==> config.mk <==
export PLATFORM = sky130hd
export DESIGN_NAME = vsp_op_queue
export DESIGN_NICKNAME = d
export VERILOG_FILES = /design/src/rtl/core/vsp_pkg.sv /design/src/rtl/core/vsp_op_queue.sv
export VERILOG_INCLUDE_DIRS = /design/src /design/src/rtl/core
export SDC_FILE = /design/constraint.sdc
export NUM_CORES = 1
export LEC_CHECK = 0
export BUFFER_PORTS_ARGS = -buffer_cell sky130_fd_sc_hd__buf_2
export CAP_MARGIN = 30
export CORE_ASPECT_RATIO = 2
export CORE_MARGIN = 2
export CORE_UTILIZATION = 25
export DETAILED_ROUTE_END_ITERATION = 10
export PLACE_DENSITY = 0.52
export SLEW_MARGIN = 20
export SYNTH_ARGS = -nofsm -noshare
export SYNTH_HDL_FRONTEND = slang
export SYNTH_SLANG_ARGS = --single-unit
==> constraint.sdc <==
create_clock -name clock -period 2.9 [get_ports clock]
set_input_delay 0.435 -clock clock [delete_from_list [all_inputs] [get_ports clock]]
set_output_delay 0.435 -clock clock [all_outputs]
set_load 0.005 [all_outputs]
==> src/rtl/core/voxel_splat_projector_macros.svh <==
// ----------------------------------------------------------------------------
// Voxel splat projector: assertion macros
// Concurrent checks on the rising edge of clock, switched off during reset.
// ----------------------------------------------------------------------------
`ifndef VOXEL_SPLAT_PROJECTOR_MACROS_SVH
`define VOXEL_SPLAT_PROJECTOR_MACROS_SVH

// Same-cycle implication
`define VSP_ASSERT_IMPL(label, ante, cons, msg) \
   label: assert property (@(posedge clock) disable iff (reset) (ante) |-> (cons)) \
      else $error(msg);

// Next-cycle implication
`define VSP_ASSERT_NEXT(label, ante, cons, msg) \
   label: assert property (@(posedge clock) disable iff (reset) (ante) |=> (cons)) \
      else $error(msg);

`endif

==> src/rtl/core/vsp_pkg.sv <==
// ----------------------------------------------------------------------------
// Voxel splat projector package
// Shared widths, register indexes, item and queue entry types.
// ----------------------------------------------------------------------------
package vsp_pkg;

   // Fixed field and register widths
   localparam int CFG_W     = 18;
   localparam int SIZE_W    = 9;
   localparam int CSR_IDX_W = 3;
   localparam int MAX_DIM   = 256;
   localparam int STORE_AW  = 16;
   localparam int STORE_DEPTH = 1 << STORE_AW;
   localparam int ACC_W     = 48;
   localparam int ADD_W     = 33;
   localparam int VAL_W     = 32;
   localparam int COEF_FRAC = 16;

   // Register indexes
   localparam logic [CSR_IDX_W-1:0] CSR_COS_PHI   = 3'd0;
   localparam logic [CSR_IDX_W-1:0] CSR_SIN_PHI   = 3'd1;
   localparam logic [CSR_IDX_W-1:0] CSR_COS_THETA = 3'd2;
   localparam logic [CSR_IDX_W-1:0] CSR_SIN_THETA = 3'd3;
   localparam logic [CSR_IDX_W-1:0] CSR_FLAT_MODE = 3'd4;
   localparam logic [CSR_IDX_W-1:0] CSR_SIZE_X    = 3'd5;
   localparam logic [CSR_IDX_W-1:0] CSR_SIZE_Y    = 3'd6;
   localparam logic [CSR_IDX_W-1:0] CSR_SIZE_Z    = 3'd7;

   // Item kinds
   localparam logic KIND_SPLAT = 1'b0;
   localparam logic KIND_READ  = 1'b1;

   // Queue between front and back
   localparam int QUEUE_DEPTH = 4;
   localparam int Q_PTR_W     = 2;

   typedef struct packed {
      logic                    kind;
      logic [7:0]              voxel_x;
      logic [7:0]              voxel_y;
      logic [7:0]              voxel_z;
      logic signed [VAL_W-1:0] voxel_value;
      logic [15:0]             read_index;
   } req_type;

   typedef struct packed {
      logic signed [ACC_W-1:0] pixel_value;
      logic [15:0]             pixel_index;
   } rsp_type;

   // One store access: add into an entry, or read and clear it
   typedef struct packed {
      logic                    is_read;
      logic [STORE_AW-1:0]     addr;
      logic signed [ADD_W-1:0] add;
   } op_type;

   typedef enum logic [2:0] {
      FS_IDLE,
      FS_MATRIX,
      FS_PROJECT,
      FS_PUSH,
      FS_READ
   } front_state_type;

endpackage

==> src/rtl/core/vsp_op_queue.sv <==
// ----------------------------------------------------------------------------
// Store access queue
// Short FIFO of store operations between the front and the back.
// ----------------------------------------------------------------------------
`include "voxel_splat_projector_macros.svh"
module vsp_op_queue (
   input  logic            clock,
   input  logic            reset,
   input  logic            push,
   input  vsp_pkg::op_type push_op,
   output logic            full,
   input  logic            pop,
   output vsp_pkg::op_type head_op,
   output logic            empty
);
   import vsp_pkg::*;

   op_type             q_ff [QUEUE_DEPTH];
   logic [Q_PTR_W-1:0] wr_ptr_ff, wr_ptr_in;
   logic [Q_PTR_W-1:0] rd_ptr_ff, rd_ptr_in;
   logic [Q_PTR_W:0]   count_ff, count_in;

   // Advance pointers and fill count
   always_comb begin
      wr_ptr_in = push ? wr_ptr_ff + 1'b1 : wr_ptr_ff;
      rd_ptr_in = pop ? rd_ptr_ff + 1'b1 : rd_ptr_ff;
      count_in  = count_ff;
      if (push && !pop) begin
         count_in = count_ff + 1'b1;
      end else if (pop && !push) begin
         count_in = count_ff - 1'b1;
      end
   end

   always_ff @(posedge clock) begin
      if (reset) begin
         wr_ptr_ff <= '0;
         rd_ptr_ff <= '0;
         count_ff  <= '0;
      end else begin
         wr_ptr_ff <= wr_ptr_in;
         rd_ptr_ff <= rd_ptr_in;
         count_ff  <= count_in;
      end
   end

   // Store entry
   always_ff @(posedge clock) begin
      if (push) begin
         q_ff[wr_ptr_ff] <= push_op;
      end
   end

   assign full    = (count_ff == (Q_PTR_W+1)'(QUEUE_DEPTH));
   assign empty   = (count_ff == '0);
   assign head_op = q_ff[rd_ptr_ff];

   `VSP_ASSERT_IMPL(a_no_overflow, push, !full || pop, "push into full queue")
   `VSP_ASSERT_IMPL(a_no_underflow, pop, !empty, "pop from empty queue")

endmodule

==> reports/metrics.cfg, run 1 <==
[logic_synthesis]
ys.warnings.count = 0
yosysSeqAreaShare = 0.803
synth_commonest_cells = edfxtp_1 (200), mux4_2 (50), dfxtp_1 (9), nor2_1 (7)
async_reset_ff_frac = 0
syn_nets = 366
synth_edf_count = 200
synth_top_cell_by_area = edfxtp_1
syn_inst = 306
synth_area_leaders = edfxtp_1 (78%), mux4_2 (15%), dfxtp_1 (2.3%), buf_12 (1.3%), ha_1 (0.81%)
ys_types = 22
synth_ff_type = edfxtp_1
avgSynthCellArea_sq_um = 25.2
synth_most_common_cell = edfxtp_1
synth_top_area_frac = 0.780
synth_area_sq_mm = 0.00770
synth-seq-cells = 209

[floorplan]
core-area_sq_mm = 0.0303
die_h_um = 252
die_w_um = 128
initial_core_util = 0.254
rows = 90
pin_count = 106
die-area_sq_mm = 0.0323

[timing]
finalHoldViolCount = 0
rsz0062_at_grt = no
fin_crit_sh = 0.838
max_freq_ghz = 0.412
setup_viol = 0
slew_headroom = 0.675
finalSetupTns_ns = 0
drv_slew = 0
fin_crit_ns = 2.43
hold_slack_ns = 0.149
tightestPinTransition_ns = 0.488
fin_skew_ns = 0.0119

[placement]
io_buffers = 105
gp_congestion = 0.663
dpl.cell_count = 778
hpwl_mm = 9.68

[worst_setup_path]
worstPathMaxFanout = 19
worstSetupPathType = flop to output port
critPathSlowestCell = mux4_2
crit_arrival_ns = 2.00
end_kind = output port
start_kind = flop
required_ns = 2.47
worstPathCellList = buf_4 > mux4_2 > buf_2
slowest_delay_ns = 0.58

[clock_network]
clk_pin_slew_ns = 0.07
ctsHoldBuffers = 0
cts_tree = built
cts-htree-levels = 1
cts-resized-gates = 0
clock_sinks = 209
cts-root-buf = clkbuf_16
clock_path_buffers = 3
worstSkewPairLatency_ns = 0.50
cts_made_buffers = 20
post_cts_buffers = 0

[route]
first_pass_iters = 6
vias = 3512
drt-wirelength-per-cell_um = 18.6
via_per_inst = 4.30
postRouteWirelength_mm = 15.2
drcViolationCount = 0
postRouteAntennaNets = 0
drtIter0Drc = 173

[min_path]
holdCritPathClass = input port to flop

[final_layout]
fin_cells = 816
drive_gt1_frac = 0.457
fin_nets = 492
areaGrowthSynthToFinish_pct = 21.6

[global_route]
grt_pass1_wl_mm = 22.8
grt_pass1_vias = 3977
antenna_found_initial = 4
grt-ovfl-total = 0
grt_max_degree = 29
grt_usage = 0.0951

[run]
drv_cap = 0

[power_and_ir_drop]
vdd_ir_drop_max_mv = 0.342
p_per_area_mw_per_mm2 = 726
p_leak_nw = 3.12

[run_status]
outcome = complete, no violations

[sequential cells by signal (all words and copies together) (netlist names), named ones only]
name,cells
q_ff,200
wr_ptr_ff,2
count_ff,3
rd_ptr_ff,2
[critical path, delay by kind of cell (launching register included)]
kind	cells	cell delay [ns]
multiplexers	1	0.58
flip-flops	1	0.40
buffers and inverters	2	0.52
[where the power goes]
group          total (mW)  internal, mW  switching [mW]  leakage [nW]
sequential           3.51          3.46          0.0499          1.91
combinational       0.606         0.300           0.305         0.883
clock                2.68          1.60            1.08         0.327
[kinds of logic (layout without fill, tap and decap cells)]
kind of cell / Yosys count / in the layout / synth area share
flops: 209 / 209 / 0.803
mux: 52 / 52 / 0.149
buf+inv: 17 / 157 / 0.0206
simple gates: 15 / 15 / 0.00959
fa+ha+maj: 6 / 6 / 0.0107
xor+xnor: 5 / 5 / 0.00569
compound gates: 2 / 2 / 0.00130
other cells: 0 / 2 / 0
[metal layers]
metal / vias up / track usage / wire [um]
met2: 91 / 0.182 / 8580
met3: 33 / 0.0210 / 753
li1: 1536 / - / -
met1: 1848 / 0.0943 / 5350
met5: - / 0 / 23
met4: 4 / 0.0477 / 505
[final timing paths]
path               start           to  slack (ns)  cells past startpoint
max                 flop  head_op[18]        0.47                      3
min           push_op[4]   q_ff[2][4]        0.15                      1
max reg2reg  count_ff[0]  count_ff[2]        1.38                      4
min reg2reg  count_ff[2]  count_ff[2]        0.52                      2
[stage by stage]
stage	cell area [sq um]	utilization	total power [mW]	setup WS (ns)
after floorplan	7700	-	3.93	0.753
after global placement	8670	0.286	4.19	0.930
after detailed placement	8670	0.286	4.21	0.928
after CTS	9360	0.309	6.92	0.385
after global routing	9360	0.309	7.07	0.340
final	9360	0.309	6.80	0.470
[cells in the final DEF, fill, tap and decap left out, drive strengths merged]
cell / n
buf: 117
or3: 1
nor3: 1
dfxtp: 9
ha: 5
xor2: 3
clkinvlp: 3
nand2: 1
and2: 4
nor3b: 1
inv: 7
diode: 2
fa: 1
xnor2: 2
nor2: 7
edfxtp: 200
bufinv: 3
clkinv: 6
clkbuf: 21
a21oi: 1
mux2i: 2
mux4: 50
o21ai: 1
[final cells by class]
cell class,count,area [sq um]
antenna,2,5.00
timing repair buffer,117,641
clock buffer,21,526
clock inverter,15,163
inverter,4,15.0
tap,368,460
sequential,209,6190
multi-input combinational,80,1360
fill,2865,20900
Power figures use the tool's default switching activity.
==> run 2: changes to the inputs <==
ABC_AREA = 1   (was unset)
PLACE_DENSITY = 0.53   (was 0.52)
clock period = 2.2 ns   (was 2.9 ns; I/O delays follow)
==> run 2 against run 1 <==
Net effect: synthesized cell count rose by 77%; critical path depth is 2 higher; design area rose by 3.0%; combinational power is 34% higher; via count increased by 35%; worst setup slack lost 0.39 ns; sequential power increased by 31%; final cell count grew 34%; clock-buffer cell count rose by 6.
==> reports/metrics.cfg, run 2 <==
[run_status]
outcome = complete, no violations  ; unchanged

[floorplan]
pin_count = 106  ; unchanged
rows = 92  ; was 90
die-area_sq_mm = 0.0335  ; was 0.0323 sq mm
die_w_um = 130  ; was 128 um
die_h_um = 257  ; was 252 um
initial_core_util = 0.253  ; was 0.254
core-area_sq_mm = 0.0315  ; was 0.0303 sq mm

[route]
routed.top_layer = met5  ; unchanged
dr_wl_met2_mm = 10.0  ; was 8.58 mm
via_per_inst = 4.34  ; was 4.30
drtIter0Drc = 233  ; was 173
postRouteAntennaNets = 0  ; unchanged
wl_met3_um = 914  ; was 753 um
first_pass_iters = 4  ; was 6
drt-wirelength-per-cell_um = 16.8  ; was 18.6 um
postRouteWirelength_mm = 18.3  ; was 15.2 mm
drcViolationCount = 0  ; unchanged
wl_met1_mm = 6.73  ; was 5.35 mm
vias = 4727  ; was 3512

[logic_synthesis]
synth_commonest_cells = edfxtp_1 (200), nor2_1 (105), o21ai_1 (60), o22ai_1 (50), o21ai_0 (45)  ; was edfxtp_1 (200), mux4_2 (50), dfxtp_1 (9), nor2_1 (7)
async_reset_ff_frac = 0  ; unchanged
syn_nets = 601  ; was 366
ys.warnings.count = 0  ; unchanged
ys_types = 23  ; was 22
synth_area_sq_mm = 0.00799  ; was 0.00770 sq mm
synth_top_area_frac = 0.751  ; was 0.780
synth_most_common_cell = edfxtp_1  ; unchanged
synth_area_leaders = edfxtp_1 (75%), nor2_1 (4.9%), o22ai_1 (3.9%), o21ai_1 (3.8%), o21ai_0 (2.8%)  ; was edfxtp_1 (78%), mux4_2 (15%), dfxtp_1 (2.3%), buf_12 (1.3%), ha_1 (0.81%)
synth_edf_count = 200  ; unchanged
synth_top_cell_by_area = edfxtp_1  ; unchanged
yosysSeqAreaShare = 0.774  ; was 0.803
avgSynthCellArea_sq_um = 14.8  ; was 25.2 sq um
synth_ff_type = edfxtp_1  ; unchanged
syn_inst = 541  ; was 306
synth-seq-cells = 209  ; unchanged

[global_route]
grt_max_degree = 52  ; was 29
grt_pass1_vias = 4890  ; was 3977
grt_pass1_wl_mm = 27.4  ; was 22.8 mm
grt_usage = 0.109  ; was 0.0951
antenna_found_initial = 3  ; was 4
grt-ovfl-total = 0  ; unchanged

[timing]
slew_headroom = 0.738  ; was 0.675
drv_slew = 0  ; unchanged
finalSetupTns_ns = 0  ; unchanged
setup_viol = 0  ; unchanged
tightestPinTransition_ns = 0.393  ; was 0.488 ns
fin_crit_sh = 0.962
fin_crit_ns = 2.12
finalHoldViolCount = 0  ; unchanged
rsz0062_at_grt = no  ; unchanged
max_freq_ghz = 0.473
fin_skew_ns = 0.00559  ; was 0.0119 ns

[power_and_ir_drop]
power_frac_seq = 0.525  ; was 0.517
p_total_mw = 8.75  ; was 6.80 mW
p_per_area_mw_per_mm2 = 907  ; was 726 mW/mm^2
p_sw_mw = 1.98  ; was 1.44 mW
p_leak_nw = 3.35  ; was 3.12 nW
vdd_ir_drop_max_mv = 0.403  ; was 0.342 mV
power.share.clock = 0.382  ; was 0.394
p_int_mw = 6.77  ; was 5.36 mW
combPwrFrac = 0.093  ; was 0.089
swShare = 0.227  ; was 0.211

[worst_setup_path]
required_ns = 1.87  ; was 2.47 ns
worstSetupPathType = flop to output port  ; unchanged
start_kind = flop  ; unchanged
path_buf_inv = 3  ; was 2
critPathSlowestCell = dfxtp_4  ; was mux4_2
worstPathCellList = inv_16 > buf_4 > nor2_1 > o22ai_1 > buf_2  ; was buf_4 > mux4_2 > buf_2
end_kind = output port  ; unchanged
slowest_delay_ns = 0.40  ; was 0.58 ns
crit_arrival_ns = 1.79  ; was 2.00 ns
critical_path.top_delay_family = buffers and inverters  ; was multiplexers
worstPathMaxFanout = 49  ; was 19

[final_layout]
n_fill_cell = 3226  ; was 2865
num_antenna_cells = 0  ; was 2
top_register = q_ff  ; unchanged
largest_reg_flops = 200  ; unchanged
multi_input_area_sq_mm = 0.00141  ; was 0.00136 sq mm
fin_nets = 714  ; was 492
drive_gt1_frac = 0.243  ; was 0.457
areaGrowthSynthToFinish_pct = 20.6  ; was 21.6%
top_regs = q_ff x200, count_ff x3  ; unchanged
regArea_sq_mm = 0.00619  ; unchanged
final_cell_mix = edfxtp_1 (200), nor2_1 (105), buf_2 (105), o21ai_1 (60), o22ai_1 (48)  ; was edfxtp_1 (200), buf_2 (105), mux4_2 (50), clkbuf_16 (21), buf_4 (10)
layout_commonest_cell = edfxtp_1  ; unchanged

[placement]
gp_congestion = 0.721  ; was 0.663
io_buffers = 105  ; unchanged
hpwl_mm = 11.1  ; was 9.68 mm

[clock_network]
clock_sinks = 209  ; unchanged
cts-htree-levels = 1  ; unchanged
cts-root-buf = clkbuf_16  ; unchanged
cts_tree = built  ; unchanged
worstSkewPairLatency_ns = 0.50  ; about the same
cts_made_buffers = 20  ; unchanged
clk_pin_slew_ns = 0.07  ; about the same
clock_path_buffers = 3  ; unchanged

[min_path]
holdCritPathClass = input port to flop  ; unchanged

[run]
drv_cap = 0  ; unchanged

-- run 2: changes by cell type after synthesis, moves of 5 or more --
cell / change
inv_1: +12
mux4_2: -50
buf_8: +5
nor2_1: +98
nand2_1: +8
o21ai_1: +60
buf_4: +5
o22ai_1: +50
buf_2: +5
o21ai_0: +44
-- run 2: power groups by stage --
stage | registers (mW) | clock network [mW] | logic (mW)
3_3_place_gp | 4.68 | 0 | 0.816
4_1_cts | 4.60 | 3.46 | 0.837
2_1_floorplan | 4.67 | 0 | 0.466
3_5_place_dp | 4.68 | 0 | 0.828
6_report | 4.60 | 3.34 | 0.813
5_1_grt | 4.61 | 3.59 | 0.913
-- run 2: timing repair --
item	in CTS	in global routing
resized for setup	3	3
hold endpoints to repair	1	0
endpoints found under the setup margin	8	7
hold buffers	1	0
setup buffers	0	0
-- run 2: area by class of cell --
type / instances / area share
Clock inverter: 8 / 0.00830
Sequential cell: 209 / 0.642
Timing Repair Buffer: 122 / 0.0821
Multi-Input combinational cell: 284 / 0.146
Inverter: 17 / 0.00830
Tap cell: 423 / 0.0549
Clock buffer: 27 / 0.0579
-- run 2: final timing paths --
| kind | startpoint | to | slack (ns) | cells after the start |
|---|---|---|---|---|
| max | flop | head_op[49] | 0.08 | 5 |
| min | push_op[19] | q_ff[0][19] | 0.04 | 1 |
| max reg2reg | wr_ptr_ff[0] | q_ff[2][0] | 0.67 | 5 |
| min reg2reg | rd_ptr_ff[1] | flop | 0.51 | 1 |
-- run 2: routing by layer --
layer  up-vias  GRT usage
met3        37     0.0247
met5         -          0
met2        93      0.202
met4         6     0.0491
met1      2348      0.114
li1       2243          -
-- run 2: through the flow --
| stage | cells | hold WS (ns) | area [sq um] | utilization | setup WS (ns) |
|---|---|---|---|---|---|
| finish | 1090 | 0.0447 | 9640 | 0.306 | 0.0838 |
| global route | 1090 | 0.0298 | 9640 | 0.306 | 0.0170 |
| CTS | 1090 | 0.0192 | 9630 | 0.305 | 0.0133 |
| detailed placement | 1054 | 0.494 | 8970 | 0.284 | 0.463 |
| global placement | 1054 | 0.492 | 8970 | 0.284 | 0.472 |
| floorplan | 541 | 0.402 | 7990 | - | 0.230 |
-- run 2: cells by family (layout without fill, tap and decap cells) --
family,Yosys count,in the layout,share of synthesized area
buffers and inverters,48,174,0.0510
flip-flops,209,209,0.774
XOR/XNOR,1,1,0.00110
adder cells (fa/ha/maj),6,6,0.0103
AO/OA/AOI/OAI,158,158,0.107
AND/OR/NAND/NOR,119,119,0.0570
-- run 2: worst register-to-register path, cell delays in order, from the launching register on --
cell     delay [ns]
dfxtp_1        0.33
inv_1          0.12
ha_1           0.16
nand2_1        0.06
inv_2          0.30
buf_12         0.24
