$ cat config.mk
export PLATFORM = sky130hd
export DESIGN_NAME = vsp_front
export DESIGN_NICKNAME = d
export VERILOG_FILES = /design/src/rtl/core/vsp_pkg.sv /design/src/rtl/core/vsp_front.sv
export VERILOG_INCLUDE_DIRS = /design/src /design/src/rtl/core
export SDC_FILE = /design/constraint.sdc
export NUM_CORES = 2
export LEC_CHECK = 0
export BUFFER_PORTS_ARGS = -buffer_cell sky130_fd_sc_hd__buf_2
export CORE_ASPECT_RATIO = 0.75
export CORE_MARGIN = 1
export CORE_UTILIZATION = 60
export DETAILED_ROUTE_END_ITERATION = 10
export PLACE_DENSITY = 0.81
export SLEW_MARGIN = 20
export SYNTH_ARGS = -nofsm -noshare
export SYNTH_HDL_FRONTEND = slang
export SYNTH_SLANG_ARGS = --single-unit
export TNS_END_PERCENT = 5
$ cat constraint.sdc
create_clock -name clock -period 12.3 [get_ports clock]
set_input_delay 2.46 -clock clock [delete_from_list [all_inputs] [get_ports clock]]
set_output_delay 2.46 -clock clock [all_outputs]
set_load 0.02 [all_outputs]
$ cat src/rtl/core/voxel_splat_projector_macros.svh
// ----------------------------------------------------------------------------
// Voxel splat projector: assertion macros
// Concurrent checks on the rising edge of clock, switched off during reset.
// ----------------------------------------------------------------------------
`ifndef VOXEL_SPLAT_PROJECTOR_MACROS_SVH
`define VOXEL_SPLAT_PROJECTOR_MACROS_SVH

// Same-cycle implication
`define VSP_ASSERT_IMPL(label, ante, cons, msg) \
   label: assert property (@(posedge clock) disable iff (reset) (ante) |-> (cons)) \
      else $error(msg);

// Next-cycle implication
`define VSP_ASSERT_NEXT(label, ante, cons, msg) \
   label: assert property (@(posedge clock) disable iff (reset) (ante) |=> (cons)) \
      else $error(msg);

`endif

$ cat src/rtl/core/vsp_pkg.sv
// ----------------------------------------------------------------------------
// Voxel splat projector package
// Shared widths, register indexes, item and queue entry types.
// ----------------------------------------------------------------------------
package vsp_pkg;

   // Fixed field and register widths
   localparam int CFG_W     = 18;
   localparam int SIZE_W    = 9;
   localparam int CSR_IDX_W = 3;
   localparam int MAX_DIM   = 256;
   localparam int STORE_AW  = 16;
   localparam int STORE_DEPTH = 1 << STORE_AW;
   localparam int ACC_W     = 48;
   localparam int ADD_W     = 33;
   localparam int VAL_W     = 32;
   localparam int COEF_FRAC = 16;

   // Register indexes
   localparam logic [CSR_IDX_W-1:0] CSR_COS_PHI   = 3'd0;
   localparam logic [CSR_IDX_W-1:0] CSR_SIN_PHI   = 3'd1;
   localparam logic [CSR_IDX_W-1:0] CSR_COS_THETA = 3'd2;
   localparam logic [CSR_IDX_W-1:0] CSR_SIN_THETA = 3'd3;
   localparam logic [CSR_IDX_W-1:0] CSR_FLAT_MODE = 3'd4;
   localparam logic [CSR_IDX_W-1:0] CSR_SIZE_X    = 3'd5;
   localparam logic [CSR_IDX_W-1:0] CSR_SIZE_Y    = 3'd6;
   localparam logic [CSR_IDX_W-1:0] CSR_SIZE_Z    = 3'd7;

   // Item kinds
   localparam logic KIND_SPLAT = 1'b0;
   localparam logic KIND_READ  = 1'b1;

   // Queue between front and back
   localparam int QUEUE_DEPTH = 4;
   localparam int Q_PTR_W     = 2;

   typedef struct packed {
      logic                    kind;
      logic [7:0]              voxel_x;
      logic [7:0]              voxel_y;
      logic [7:0]              voxel_z;
      logic signed [VAL_W-1:0] voxel_value;
      logic [15:0]             read_index;
   } req_type;

   typedef struct packed {
      logic signed [ACC_W-1:0] pixel_value;
      logic [15:0]             pixel_index;
   } rsp_type;

   // One store access: add into an entry, or read and clear it
   typedef struct packed {
      logic                    is_read;
      logic [STORE_AW-1:0]     addr;
      logic signed [ADD_W-1:0] add;
   } op_type;

   typedef enum logic [2:0] {
      FS_IDLE,
      FS_MATRIX,
      FS_PROJECT,
      FS_PUSH,
      FS_READ
   } front_state_type;

endpackage

$ cat src/rtl/core/vsp_front.sv
// ----------------------------------------------------------------------------
// Projector front end
// Holds configuration, takes items, rotates voxels on a shared multiplier and
// queues bilinear store adds, linear in flat mode, for each one in the image.
// ----------------------------------------------------------------------------
`include "voxel_splat_projector_macros.svh"
module vsp_front (
   input  logic                               clock,
   input  logic                               reset,
   input  logic                               start_accept,
   input  vsp_pkg::req_type                   req_item,
   input  logic                               csr_we,
   input  logic [vsp_pkg::CSR_IDX_W-1:0]      csr_index,
   input  logic [vsp_pkg::CFG_W-1:0]          csr_data,
   input  logic                               queue_full,
   output logic                               busy,
   output logic                               push,
   output vsp_pkg::op_type                    push_op
);
   import vsp_pkg::*;

   localparam int FRAC     = COEF_FRAC;
   localparam int POS_FRAC = FRAC + 1;
   localparam int M_W      = 21;
   localparam int POS_W    = 36;
   localparam int MUL_A_W  = 36;
   localparam int MUL_B_W  = 21;
   localparam int PROD_W   = MUL_A_W + MUL_B_W;
   localparam int SUM_W    = PROD_W + 1;
   localparam int T_W      = 11;

   // Configuration registers
   logic signed [CFG_W-1:0] cos_phi_ff, sin_phi_ff, cos_theta_ff, sin_theta_ff;
   logic                    flat_ff;
   logic [SIZE_W-1:0]       size_x_ff, size_y_ff, size_z_ff;
   logic                    dirty_ff;

   front_state_type state_ff, state_in;
   logic [3:0]      step_ff;
   logic [1:0]      tap_idx_ff;
   logic [1:0]      tap_last_ff;

   req_type                    item_ff;
   logic signed [MUL_A_W-1:0]  mul_a;
   logic signed [MUL_B_W-1:0]  mul_b;
   logic signed [PROD_W-1:0]   prod_ff;
   logic signed [SUM_W-1:0]    prod_x;

   logic signed [MUL_A_W-1:0]  a_ff, b_ff, e_ff, f_ff, h_ff;
   logic signed [M_W-1:0]      m0_ff, m3_ff, m4_ff, m6_ff, m7_ff;
   logic signed [M_W-1:0]      m0e, m1e, m3e, m4e, m6e, m7e;
   logic signed [POS_W-1:0]    px_ff, py_ff, lim_x, lim_y;
   logic signed [ADD_W-1:0]    wa_ff, wb_ff;
   logic signed [ADD_W-1:0]    tap_add_ff [4];
   logic [STORE_AW-1:0]        base_ff, tap_addr;
   logic [SIZE_W-1:0]          nx, ny, nz;
   logic signed [T_W-1:0]      tx, ty, tz;
   logic [7:0]                 ix, iy;
   logic [POS_FRAC-1:0]        fx, fy;
   logic [POS_FRAC:0]          ufx, ufy;
   logic                       in_image;

   function automatic logic [SIZE_W-1:0] clamp_size(input logic [SIZE_W-1:0] v);
      logic [SIZE_W-1:0] r;
      r = v;
      if (v == '0) begin
         r = SIZE_W'(1);
      end else if (v > SIZE_W'(MAX_DIM)) begin
         r = SIZE_W'(MAX_DIM);
      end
      return r;
   endfunction

   // Round half up, dropping 2*FRAC fraction bits
   function automatic logic signed [M_W-1:0] rnd_coef(input logic signed [SUM_W-1:0] v);
      logic signed [SUM_W-1:0] t;
      t = v + (SUM_W'(1) <<< (2*FRAC - 1));
      return t[2*FRAC +: M_W];
   endfunction

   // Round half up, dropping FRAC fraction bits
   function automatic logic signed [M_W-1:0] rnd_frac(input logic signed [SUM_W-1:0] v);
      logic signed [SUM_W-1:0] t;
      t = v + (SUM_W'(1) <<< (FRAC - 1));
      return t[FRAC +: M_W];
   endfunction

   // Round half up, dropping the weight fraction bits
   function automatic logic signed [ADD_W-1:0] rnd_wt(input logic signed [SUM_W-1:0] v);
      logic signed [SUM_W-1:0] t;
      t = v + (SUM_W'(1) <<< (POS_FRAC - 1));
      return t[POS_FRAC +: ADD_W];
   endfunction

   // Write configuration
   always_ff @(posedge clock) begin
      if (reset) begin
         cos_phi_ff   <= CFG_W'(65536);
         sin_phi_ff   <= '0;
         cos_theta_ff <= CFG_W'(65536);
         sin_theta_ff <= '0;
         flat_ff      <= 1'b0;
         size_x_ff    <= SIZE_W'(MAX_DIM);
         size_y_ff    <= SIZE_W'(MAX_DIM);
         size_z_ff    <= SIZE_W'(MAX_DIM);
      end else if (csr_we) begin
         unique case (csr_index)
            CSR_COS_PHI:   cos_phi_ff   <= csr_data;
            CSR_SIN_PHI:   sin_phi_ff   <= csr_data;
            CSR_COS_THETA: cos_theta_ff <= csr_data;
            CSR_SIN_THETA: sin_theta_ff <= csr_data;
            CSR_FLAT_MODE: flat_ff      <= csr_data[0];
            CSR_SIZE_X:    size_x_ff    <= csr_data[SIZE_W-1:0];
            CSR_SIZE_Y:    size_y_ff    <= csr_data[SIZE_W-1:0];
            CSR_SIZE_Z:    size_z_ff    <= csr_data[SIZE_W-1:0];
         endcase
      end
   end

   // Derived geometry
   always_comb begin
      nx  = clamp_size(size_x_ff);
      ny  = clamp_size(size_y_ff);
      nz  = clamp_size(size_z_ff);
      tx  = $signed(T_W'({item_ff.voxel_x, 1'b0})) - $signed(T_W'(nx));
      ty  = $signed(T_W'({item_ff.voxel_y, 1'b0})) - $signed(T_W'(ny));
      tz  = $signed(T_W'({item_ff.voxel_z, 1'b0})) - $signed(T_W'(nz));
      m0e = flat_ff ? M_W'(cos_phi_ff) : m0_ff;
      m1e = flat_ff ? M_W'(sin_phi_ff) : m3_ff;
      m3e = flat_ff ? -M_W'(sin_phi_ff) : m3_ff;
      m4e = flat_ff ? M_W'(cos_phi_ff) : m4_ff;
      m6e = flat_ff ? '0 : m6_ff;
      m7e = flat_ff ? '0 : m7_ff;
      lim_x  = $signed(POS_W'(nx - SIZE_W'(1))) <<< POS_FRAC;
      lim_y  = $signed(POS_W'(ny - SIZE_W'(1))) <<< POS_FRAC;
      in_image = (px_ff > 0) && (px_ff < lim_x)
                 && (flat_ff || ((py_ff > 0) && (py_ff < lim_y)));
      ix  = px_ff[POS_FRAC +: 8];
      iy  = py_ff[POS_FRAC +: 8];
      fx  = px_ff[POS_FRAC-1:0];
      fy  = py_ff[POS_FRAC-1:0];
      ufx = {1'b1, {POS_FRAC{1'b0}}} - {1'b0, fx};
      ufy = {1'b1, {POS_FRAC{1'b0}}} - {1'b0, fy};
      prod_x = SUM_W'(prod_ff);
   end

   // Select multiplier operands for this step
   always_comb begin
      mul_a = '0;
      mul_b = '0;
      if (state_ff == FS_MATRIX) begin
         unique case (step_ff)
            4'd0: begin mul_a = MUL_A_W'(cos_theta_ff); mul_b = MUL_B_W'(cos_phi_ff); end
            4'd1: begin mul_a = MUL_A_W'(sin_phi_ff);   mul_b = MUL_B_W'(sin_phi_ff); end
            4'd2: begin mul_a = MUL_A_W'(cos_phi_ff);   mul_b = MUL_B_W'(sin_phi_ff); end
            4'd3: begin mul_a = MUL_A_W'(cos_theta_ff); mul_b = MUL_B_W'(sin_phi_ff); end
            4'd4: begin mul_a = MUL_A_W'(cos_phi_ff);   mul_b = MUL_B_W'(cos_phi_ff); end
            4'd5: begin mul_a = a_ff;                   mul_b = MUL_B_W'(cos_phi_ff); end
            4'd6: begin mul_a = a_ff;                   mul_b = MUL_B_W'(sin_phi_ff); end
            4'd7: begin mul_a = f_ff;                   mul_b = MUL_B_W'(sin_phi_ff); end
            4'd8: begin mul_a = MUL_A_W'(sin_theta_ff); mul_b = MUL_B_W'(cos_phi_ff); end
            4'd9: begin mul_a = MUL_A_W'(sin_theta_ff); mul_b = MUL_B_W'(sin_phi_ff); end
            default: begin mul_a = '0; mul_b = '0; end
         endcase
      end else if (state_ff == FS_PROJECT) begin
         unique case (step_ff)
            4'd0:  begin mul_a = MUL_A_W'(tx); mul_b = m0e; end
            4'd1:  begin mul_a = MUL_A_W'(ty); mul_b = m3e; end
            4'd2:  begin mul_a = MUL_A_W'(tz); mul_b = m6e; end
            4'd3:  begin mul_a = MUL_A_W'(tx); mul_b = m1e; end
            4'd4:  begin mul_a = MUL_A_W'(ty); mul_b = m4e; end
            4'd5:  begin mul_a = MUL_A_W'(tz); mul_b = m7e; end
            4'd7:  begin
               mul_a = MUL_A_W'(item_ff.voxel_value);
               mul_b = $signed(MUL_B_W'(ufx));
            end
            4'd8:  begin
               mul_a = MUL_A_W'(item_ff.voxel_value);
               mul_b = $signed(MUL_B_W'(fx));
            end
            4'd9:  begin mul_a = MUL_A_W'(wa_ff); mul_b = $signed(MUL_B_W'(ufy)); end
            4'd10: begin mul_a = MUL_A_W'(wb_ff); mul_b = $signed(MUL_B_W'(ufy)); end
            4'd11: begin mul_a = MUL_A_W'(wa_ff); mul_b = $signed(MUL_B_W'(fy)); end
            4'd12: begin mul_a = MUL_A_W'(wb_ff); mul_b = $signed(MUL_B_W'(fy)); end
            default: begin mul_a = '0; mul_b = '0; end
         endcase
      end
   end

   // Shared multiplier, registered
   always_ff @(posedge clock) begin
      prod_ff <= mul_a * mul_b;
   end

   // Next state
   always_comb begin
      state_in = state_ff;
      unique case (state_ff)
         FS_IDLE: begin
            if (start_accept) begin
               if (req_item.kind == KIND_READ) begin
                  state_in = FS_READ;
               end else if (dirty_ff) begin
                  state_in = FS_MATRIX;
               end else begin
                  state_in = FS_PROJECT;
               end
            end
         end
         FS_MATRIX: begin
            if (step_ff == 4'd10) begin
               state_in = FS_PROJECT;
            end
         end
         FS_PROJECT: begin
            priority if (step_ff == 4'd7 && !in_image) begin
               state_in = FS_IDLE;
            end else if (step_ff == 4'd9 && flat_ff) begin
               state_in = FS_PUSH;
            end else if (step_ff == 4'd13) begin
               state_in = FS_PUSH;
            end
         end
         FS_PUSH: begin
            if (!queue_full && tap_idx_ff == tap_last_ff) begin
               state_in = FS_IDLE;
            end
         end
         FS_READ: begin
            if (!queue_full) begin
               state_in = FS_IDLE;
            end
         end
         default: state_in = FS_IDLE;
      endcase
   end

   // Outputs
   always_comb begin
      tap_addr = base_ff + STORE_AW'(tap_idx_ff[0])
                 + (tap_idx_ff[1] ? STORE_AW'(nx) : '0);
      push     = 1'b0;
      push_op  = '0;
      unique case (state_ff)
         FS_PUSH: begin
            push            = !queue_full;
            push_op.is_read = 1'b0;
            push_op.addr    = tap_addr;
            push_op.add     = tap_add_ff[tap_idx_ff];
         end
         FS_READ: begin
            push            = !queue_full;
            push_op.is_read = 1'b1;
            push_op.addr    = item_ff.read_index;
            push_op.add     = '0;
         end
         default: begin
            push    = 1'b0;
            push_op = '0;
         end
      endcase
      busy = (state_ff != FS_IDLE);
   end

   // Control registers
   always_ff @(posedge clock) begin
      if (reset) begin
         state_ff   <= FS_IDLE;
         step_ff    <= '0;
         tap_idx_ff <= '0;
         dirty_ff   <= 1'b1;
      end else begin
         state_ff <= state_in;
         step_ff  <= (state_in != state_ff) ? 4'd0 : step_ff + 4'd1;
         if (state_ff != FS_PUSH) begin
            tap_idx_ff <= '0;
         end else if (push) begin
            tap_idx_ff <= tap_idx_ff + 2'd1;
         end
         if (csr_we) begin
            dirty_ff <= 1'b1;
         end else if (state_ff == FS_MATRIX && step_ff == 4'd10) begin
            dirty_ff <= 1'b0;
         end
      end
   end

   // Datapath: hold the item, build coefficients, positions and tap weights
   always_ff @(posedge clock) begin
      if (state_ff == FS_IDLE && start_accept) begin
         item_ff <= req_item;
      end
      if (state_ff == FS_MATRIX) begin
         unique case (step_ff)
            4'd1:  a_ff  <= prod_ff[MUL_A_W-1:0];
            4'd2:  b_ff  <= prod_ff[MUL_A_W-1:0];
            4'd3:  e_ff  <= prod_ff[MUL_A_W-1:0];
            4'd4:  f_ff  <= prod_ff[MUL_A_W-1:0];
            4'd5:  h_ff  <= prod_ff[MUL_A_W-1:0];
            4'd6:  m0_ff <= rnd_coef(prod_x + (SUM_W'(b_ff) <<< FRAC));
            4'd7:  m3_ff <= rnd_coef(prod_x - (SUM_W'(e_ff) <<< FRAC));
            4'd8:  m4_ff <= rnd_coef(prod_x + (SUM_W'(h_ff) <<< FRAC));
            4'd9:  m6_ff <= -rnd_frac(prod_x);
            4'd10: m7_ff <= -rnd_frac(prod_x);
            default: ;
         endcase
      end
      if (state_ff == FS_PROJECT) begin
         unique case (step_ff)
            4'd0: begin
               px_ff <= $signed(POS_W'(nx)) <<< FRAC;
               py_ff <= $signed(POS_W'(ny)) <<< FRAC;
            end
            4'd1, 4'd2, 4'd3: px_ff <= px_ff + POS_W'(prod_ff);
            4'd4, 4'd5, 4'd6: py_ff <= py_ff + POS_W'(prod_ff);
            4'd7: begin
               base_ff <= flat_ff ? STORE_AW'(ix)
                          : STORE_AW'(17'(ix) + 17'(iy) * 17'(nx));
            end
            4'd8: wa_ff <= rnd_wt(prod_x);
            4'd9: begin
               wb_ff <= rnd_wt(prod_x);
               if (flat_ff) begin
                  tap_add_ff[0] <= wa_ff;
                  tap_add_ff[1] <= rnd_wt(prod_x);
                  tap_last_ff   <= 2'd1;
               end
            end
            4'd10: tap_add_ff[0] <= rnd_wt(prod_x);
            4'd11: tap_add_ff[1] <= rnd_wt(prod_x);
            4'd12: tap_add_ff[2] <= rnd_wt(prod_x);
            4'd13: begin
               tap_add_ff[3] <= rnd_wt(prod_x);
               tap_last_ff   <= 2'd3;
            end
            default: ;
         endcase
      end
   end

   `VSP_ASSERT_NEXT(a_accept_busy, start_accept && !busy, state_ff != FS_IDLE,
                    "accepted item left the front idle")
   `VSP_ASSERT_IMPL(a_push_read_kind, push && push_op.is_read, item_ff.kind == KIND_READ,
                    "read pushed for a splat item")

endmodule

==> results by group <==
Cells and area
  • Area Growth Syn to Fin: 8.49%
  • Final instance area: 77,800 µm²
  • Layout filler cell count: approximately 8,900
  • Fin util: 0.658
  • Cell Count, Final, Fillers Out: 8,973
  • Final nets: 8,763
  • Share of cells above drive strength 1: 0.0875

Placed design
  • GPL Wtd Cong: 1.06
  • PortBufs: 150
  • Detailed Place HPWL: 178,000 µm
  • Post-DP Area: ~75,000 µm²
  • Inst Count DP: 8,826

STA
  • Final hold vios: 0
  • Setup TNS: 0 ps
  • Clk_skew: 38.9 ps
  • Max Freq: ~86 MHz
  • RSZ-0062 raised after global routing: no
  • Fin. max-slew vios: 0
  • Final setup violation count: 0
  • Period utilisation layout: 0.950
  • Tightest Pin Transition: 1300 ps
  • Fin crit period: around 12,000 ps
  • Slew margin rel.: 0.131

Clock network
  • Clock Latency Late Sink: approximately 700 ps
  • Total CTS buffers: 76
  • Root buffer cell: clkbuf_16
  • Clock buffer depth: 3
  • Hold Buf Count CTS: 0
  • Clock sinks: 809
  • Clk slew on worst S/H paths: 70 ps
  • CTS tree: done
  • CTS resizes: 0
  • H-tree depth: 3
  • Postcts setup bufs: 0

Global routing
  • Antenna violations before repair: 14
  • Vias in the first global route: 57,121
  • Largest net degree at the start of global routing: 98
  • Overflow after GRT: 0
  • Total GRT Usage: 0.395
  • First-pass GRT wire length: 355,000 µm

Floorplan
  • Rows: 109
  • Starting Density: 0.606
  • Die height: 301 µm
  • Core ar.: 118,000 µm²
  • Boundary Pins: 151
  • Chip width: roughly 400 µm
  • Die area: 121,000 µm²

Power and ir drop
  • Clk pwr share: 0.410
  • Cell Pwr Density: slightly below 80 nW/µm²
  • Switch share: 0.259
  • Logic pwr share: 0.097
  • Maximum VDD drop: roughly 0.12 mV
  • Total leakage power: 0.0342 µW
  • Reg power frac: 0.493
  • Sw Pwr: 1580 µW
  • Power Internal: 4510 µW

Worst hold path
  • Hold/Removal Path Class: reg -> reg

Critical path
  • CP bufs+invs: 9
  • Slowest cell on crit path: o41ai_1
  • WP data arrival: 12,280 ps
  • Setup CP Type: reg -> reg
  • Top Family by Delay on Critical Path: adder cells
  • Most frequent CP cell: fa_1
  • Crit end category: flip-flop
  • Worst path max stage delay: roughly 860 ps
  • Max FO, Critical Path: 36
  • CP required: 12,890 ps
  • CP Launch Type: flip-flop

Logic synthesis
  • Sequential-to-total area share from yosys stat: 0.316
  • Synth unique cells: 103
  • Synth Flop Type: edfxtp_1
  • Post-synth EDFFs: 644
  • Synthesized area: 71,700 µm²
  • Cells after synthesis: 7,200
  • Avg Inst Size Synth: 9.96 µm²
  • Fraction of registers with async set/reset: 0
  • Synth warnings: 0
  • Synthesized flop and latch total: 809

Routing
  • Antenna-violating nets left: 0
  • # DRC: 0
  • Routed WL: 237,000 µm
  • Initial DRC Count: 8,528
  • Vias: 57,067
  • DRT Pass-1 Iters: 10
  • Vias per cell: ~6.4
  • DR WL/cell: 26.5 µm

Outcome
  • Status: finished, final reports clean

Job
  • Max_cap viols: 0
[kinds of logic (layout without fill, tap and decap cells)]
| group | after synthesis | in the layout | share of synthesized area |
|---|---|---|---|
| xor+xnor | 321 | 321 | 0.0394 |
| other cells | 1 | 24 | 0.0000523 |
| buf+inv | 1398 | 1594 | 0.0737 |
| compound gates | 1196 | 1196 | 0.113 |
| fa+ha+maj | 1309 | 1309 | 0.308 |
| simple gates | 2078 | 2078 | 0.131 |
| mux | 88 | 88 | 0.0188 |
| flops | 809 | 809 | 0.316 |
[synthesized netlist by cell type, types with 12 or more instances]
| library cell | instances | share of area |
|---|---|---|
| clkbuf_1 | 248 | 0.013 |
| a211oi_1 | 24 | 0.0025 |
| nor3_1 | 81 | 0.0057 |
| or2_2 | 15 | 0.0013 |
| a22oi_1 | 41 | 0.0043 |
| a22o_1 | 18 | 0.0022 |
| ha_1 | 546 | 0.095 |
| nand2b_1 | 46 | 0.0040 |
| buf_2 | 29 | 0.0020 |
| or3_1 | 17 | 0.0015 |
| a21o_1 | 131 | 0.014 |
| nor4_1 | 31 | 0.0027 |
| nor2b_1 | 140 | 0.012 |
| nand4_1 | 35 | 0.0031 |
| a21oi_1 | 351 | 0.024 |
| buf_1 | 18 | 0.00094 |
| xor2_1 | 132 | 0.016 |
| a221oi_1 | 44 | 0.0054 |
| mux4_2 | 33 | 0.010 |
| o2111ai_1 | 12 | 0.0015 |
| a31oi_1 | 28 | 0.0024 |
| inv_1 | 1099 | 0.058 |
| edfxtp_1 | 644 | 0.27 |
| dfxtp_1 | 165 | 0.046 |
| fa_1 | 763 | 0.21 |
| mux2_2 | 41 | 0.0064 |
| nand3_1 | 78 | 0.0054 |
| mux2i_1 | 13 | 0.0018 |
| xnor2_1 | 188 | 0.023 |
| nor2_1 | 463 | 0.024 |
| nand2_1 | 949 | 0.050 |
| o31ai_1 | 14 | 0.0015 |
| o21a_1 | 62 | 0.0065 |
| a222oi_1 | 70 | 0.0098 |
| o21ai_0 | 178 | 0.012 |
| o21bai_1 | 26 | 0.0027 |
| and3_1 | 30 | 0.0026 |
| o22ai_1 | 29 | 0.0025 |
| nand3b_1 | 15 | 0.0016 |
| o211ai_1 | 23 | 0.0024 |
| and2_1 | 113 | 0.0099 |
[power by group through the flow]
stage | clock network [µW] | logic [µW] | registers, µW
final | 2500 | 589 | 3000
after global routing | 2590 | 612 | 3000
after CTS | 2490 | 559 | 3000
after detailed placement | 0 | 555 | 3060
after global placement | 0 | 544 | 3060
after floorplan | 0 | 326 | 3040
[metrics by stage]
stage,worst slack (ps),power (µW),hold slack (ps)
6_report,616,6080,460
5_1_grt,189,6200,478
4_1_cts,871,6050,456
3_5_place_dp,947,3610,447
3_3_place_gp,1280,3600,442
2_1_floorplan,1900,3370,436
[area by class of cell]
type                       count  area [µm²]  share of cell area
multi-input combinational   5012       44200               0.568
sequential                   809       22600               0.291
inverter                    1102        4140              0.0532
timing repair buffer         354        2340              0.0300
clock buffer                 102        2130              0.0274
tap                         1554        1940              0.0250
clock inverter                36         417             0.00536
antenna                        4        10.0            0.000129
[routing by layer]
metal	track usage	vias to the layer above	wire [µm]
li1	-	24388	-
met1	0.551	27858	90500
met2	0.556	4138	97700
met3	0.138	673	36900
met4	0.177	10	12000
met5	0.0125	-	274
[worst min-delay path: stages (launching register included)]
cell and delay, ps:
dfxtp_1 310, nand2_1 50, a21oi_1 50
[flip-flops by register name, summed over array words and instances, names as in the netlist, 21 cells and up, named ones only]
register / count
a_ff: 36
b_ff: 36
e_ff: 36
f_ff: 36
h_ff: 36
item_ff: 72
m0_ff: 21
m3_ff: 21
m4_ff: 21
m6_ff: 21
m7_ff: 21
prod_ff: 53
px_ff: 36
py_ff: 36
tap_add_ff: 132
wa_ff: 33
wb_ff: 33
[placed cells by master (no fill, tap or decap), types with 15 or more instances in the layout]
cell type,instances
edfxtp_1,644
o211ai_1,23
dfxtp_1,160
or3_1,17
nand4_1,35
o21a_1,62
nor4_1,31
o21ai_0,167
a222oi_1,70
a22o_1,18
and3_1,29
buf_4,195
nand3_1,78
nor2_1,448
and2_1,112
nand2_1,948
nand3b_1,15
clkbuf_1,17
clkbuf_16,80
fa_1,763
nor3_1,78
ha_1,546
mux4_2,33
a211oi_1,24
a22oi_1,41
o22ai_1,21
xnor2_1,188
a31oi_1,28
o21bai_1,26
nor2b_1,139
xor2_1,132
or2_2,15
a21oi_1,346
buf_2,152
a21o_1,131
inv_1,1099
a221oi_1,44
nand2b_1,46
mux2_2,41
conb_1,20
[worst paths after layout]
path	to	from	slack, ps	cells past startpoint
hold / removal	sin_theta_ff[4]$_SDFFE_PP0P_	sin_theta_ff[4]$_SDFFE_PP0P_	460	2
setup / recovery	prod_ff[52]$_DFF_P_	step_ff[1]$_SDFF_PP0_	620	40
setup reg to reg	prod_ff[52]$_DFF_P_	step_ff[1]$_SDFF_PP0_	620	40
hold reg to reg	sin_theta_ff[4]$_SDFFE_PP0P_	sin_theta_ff[4]$_SDFFE_PP0P_	460	2
Power figures use the tool's default switching activity.
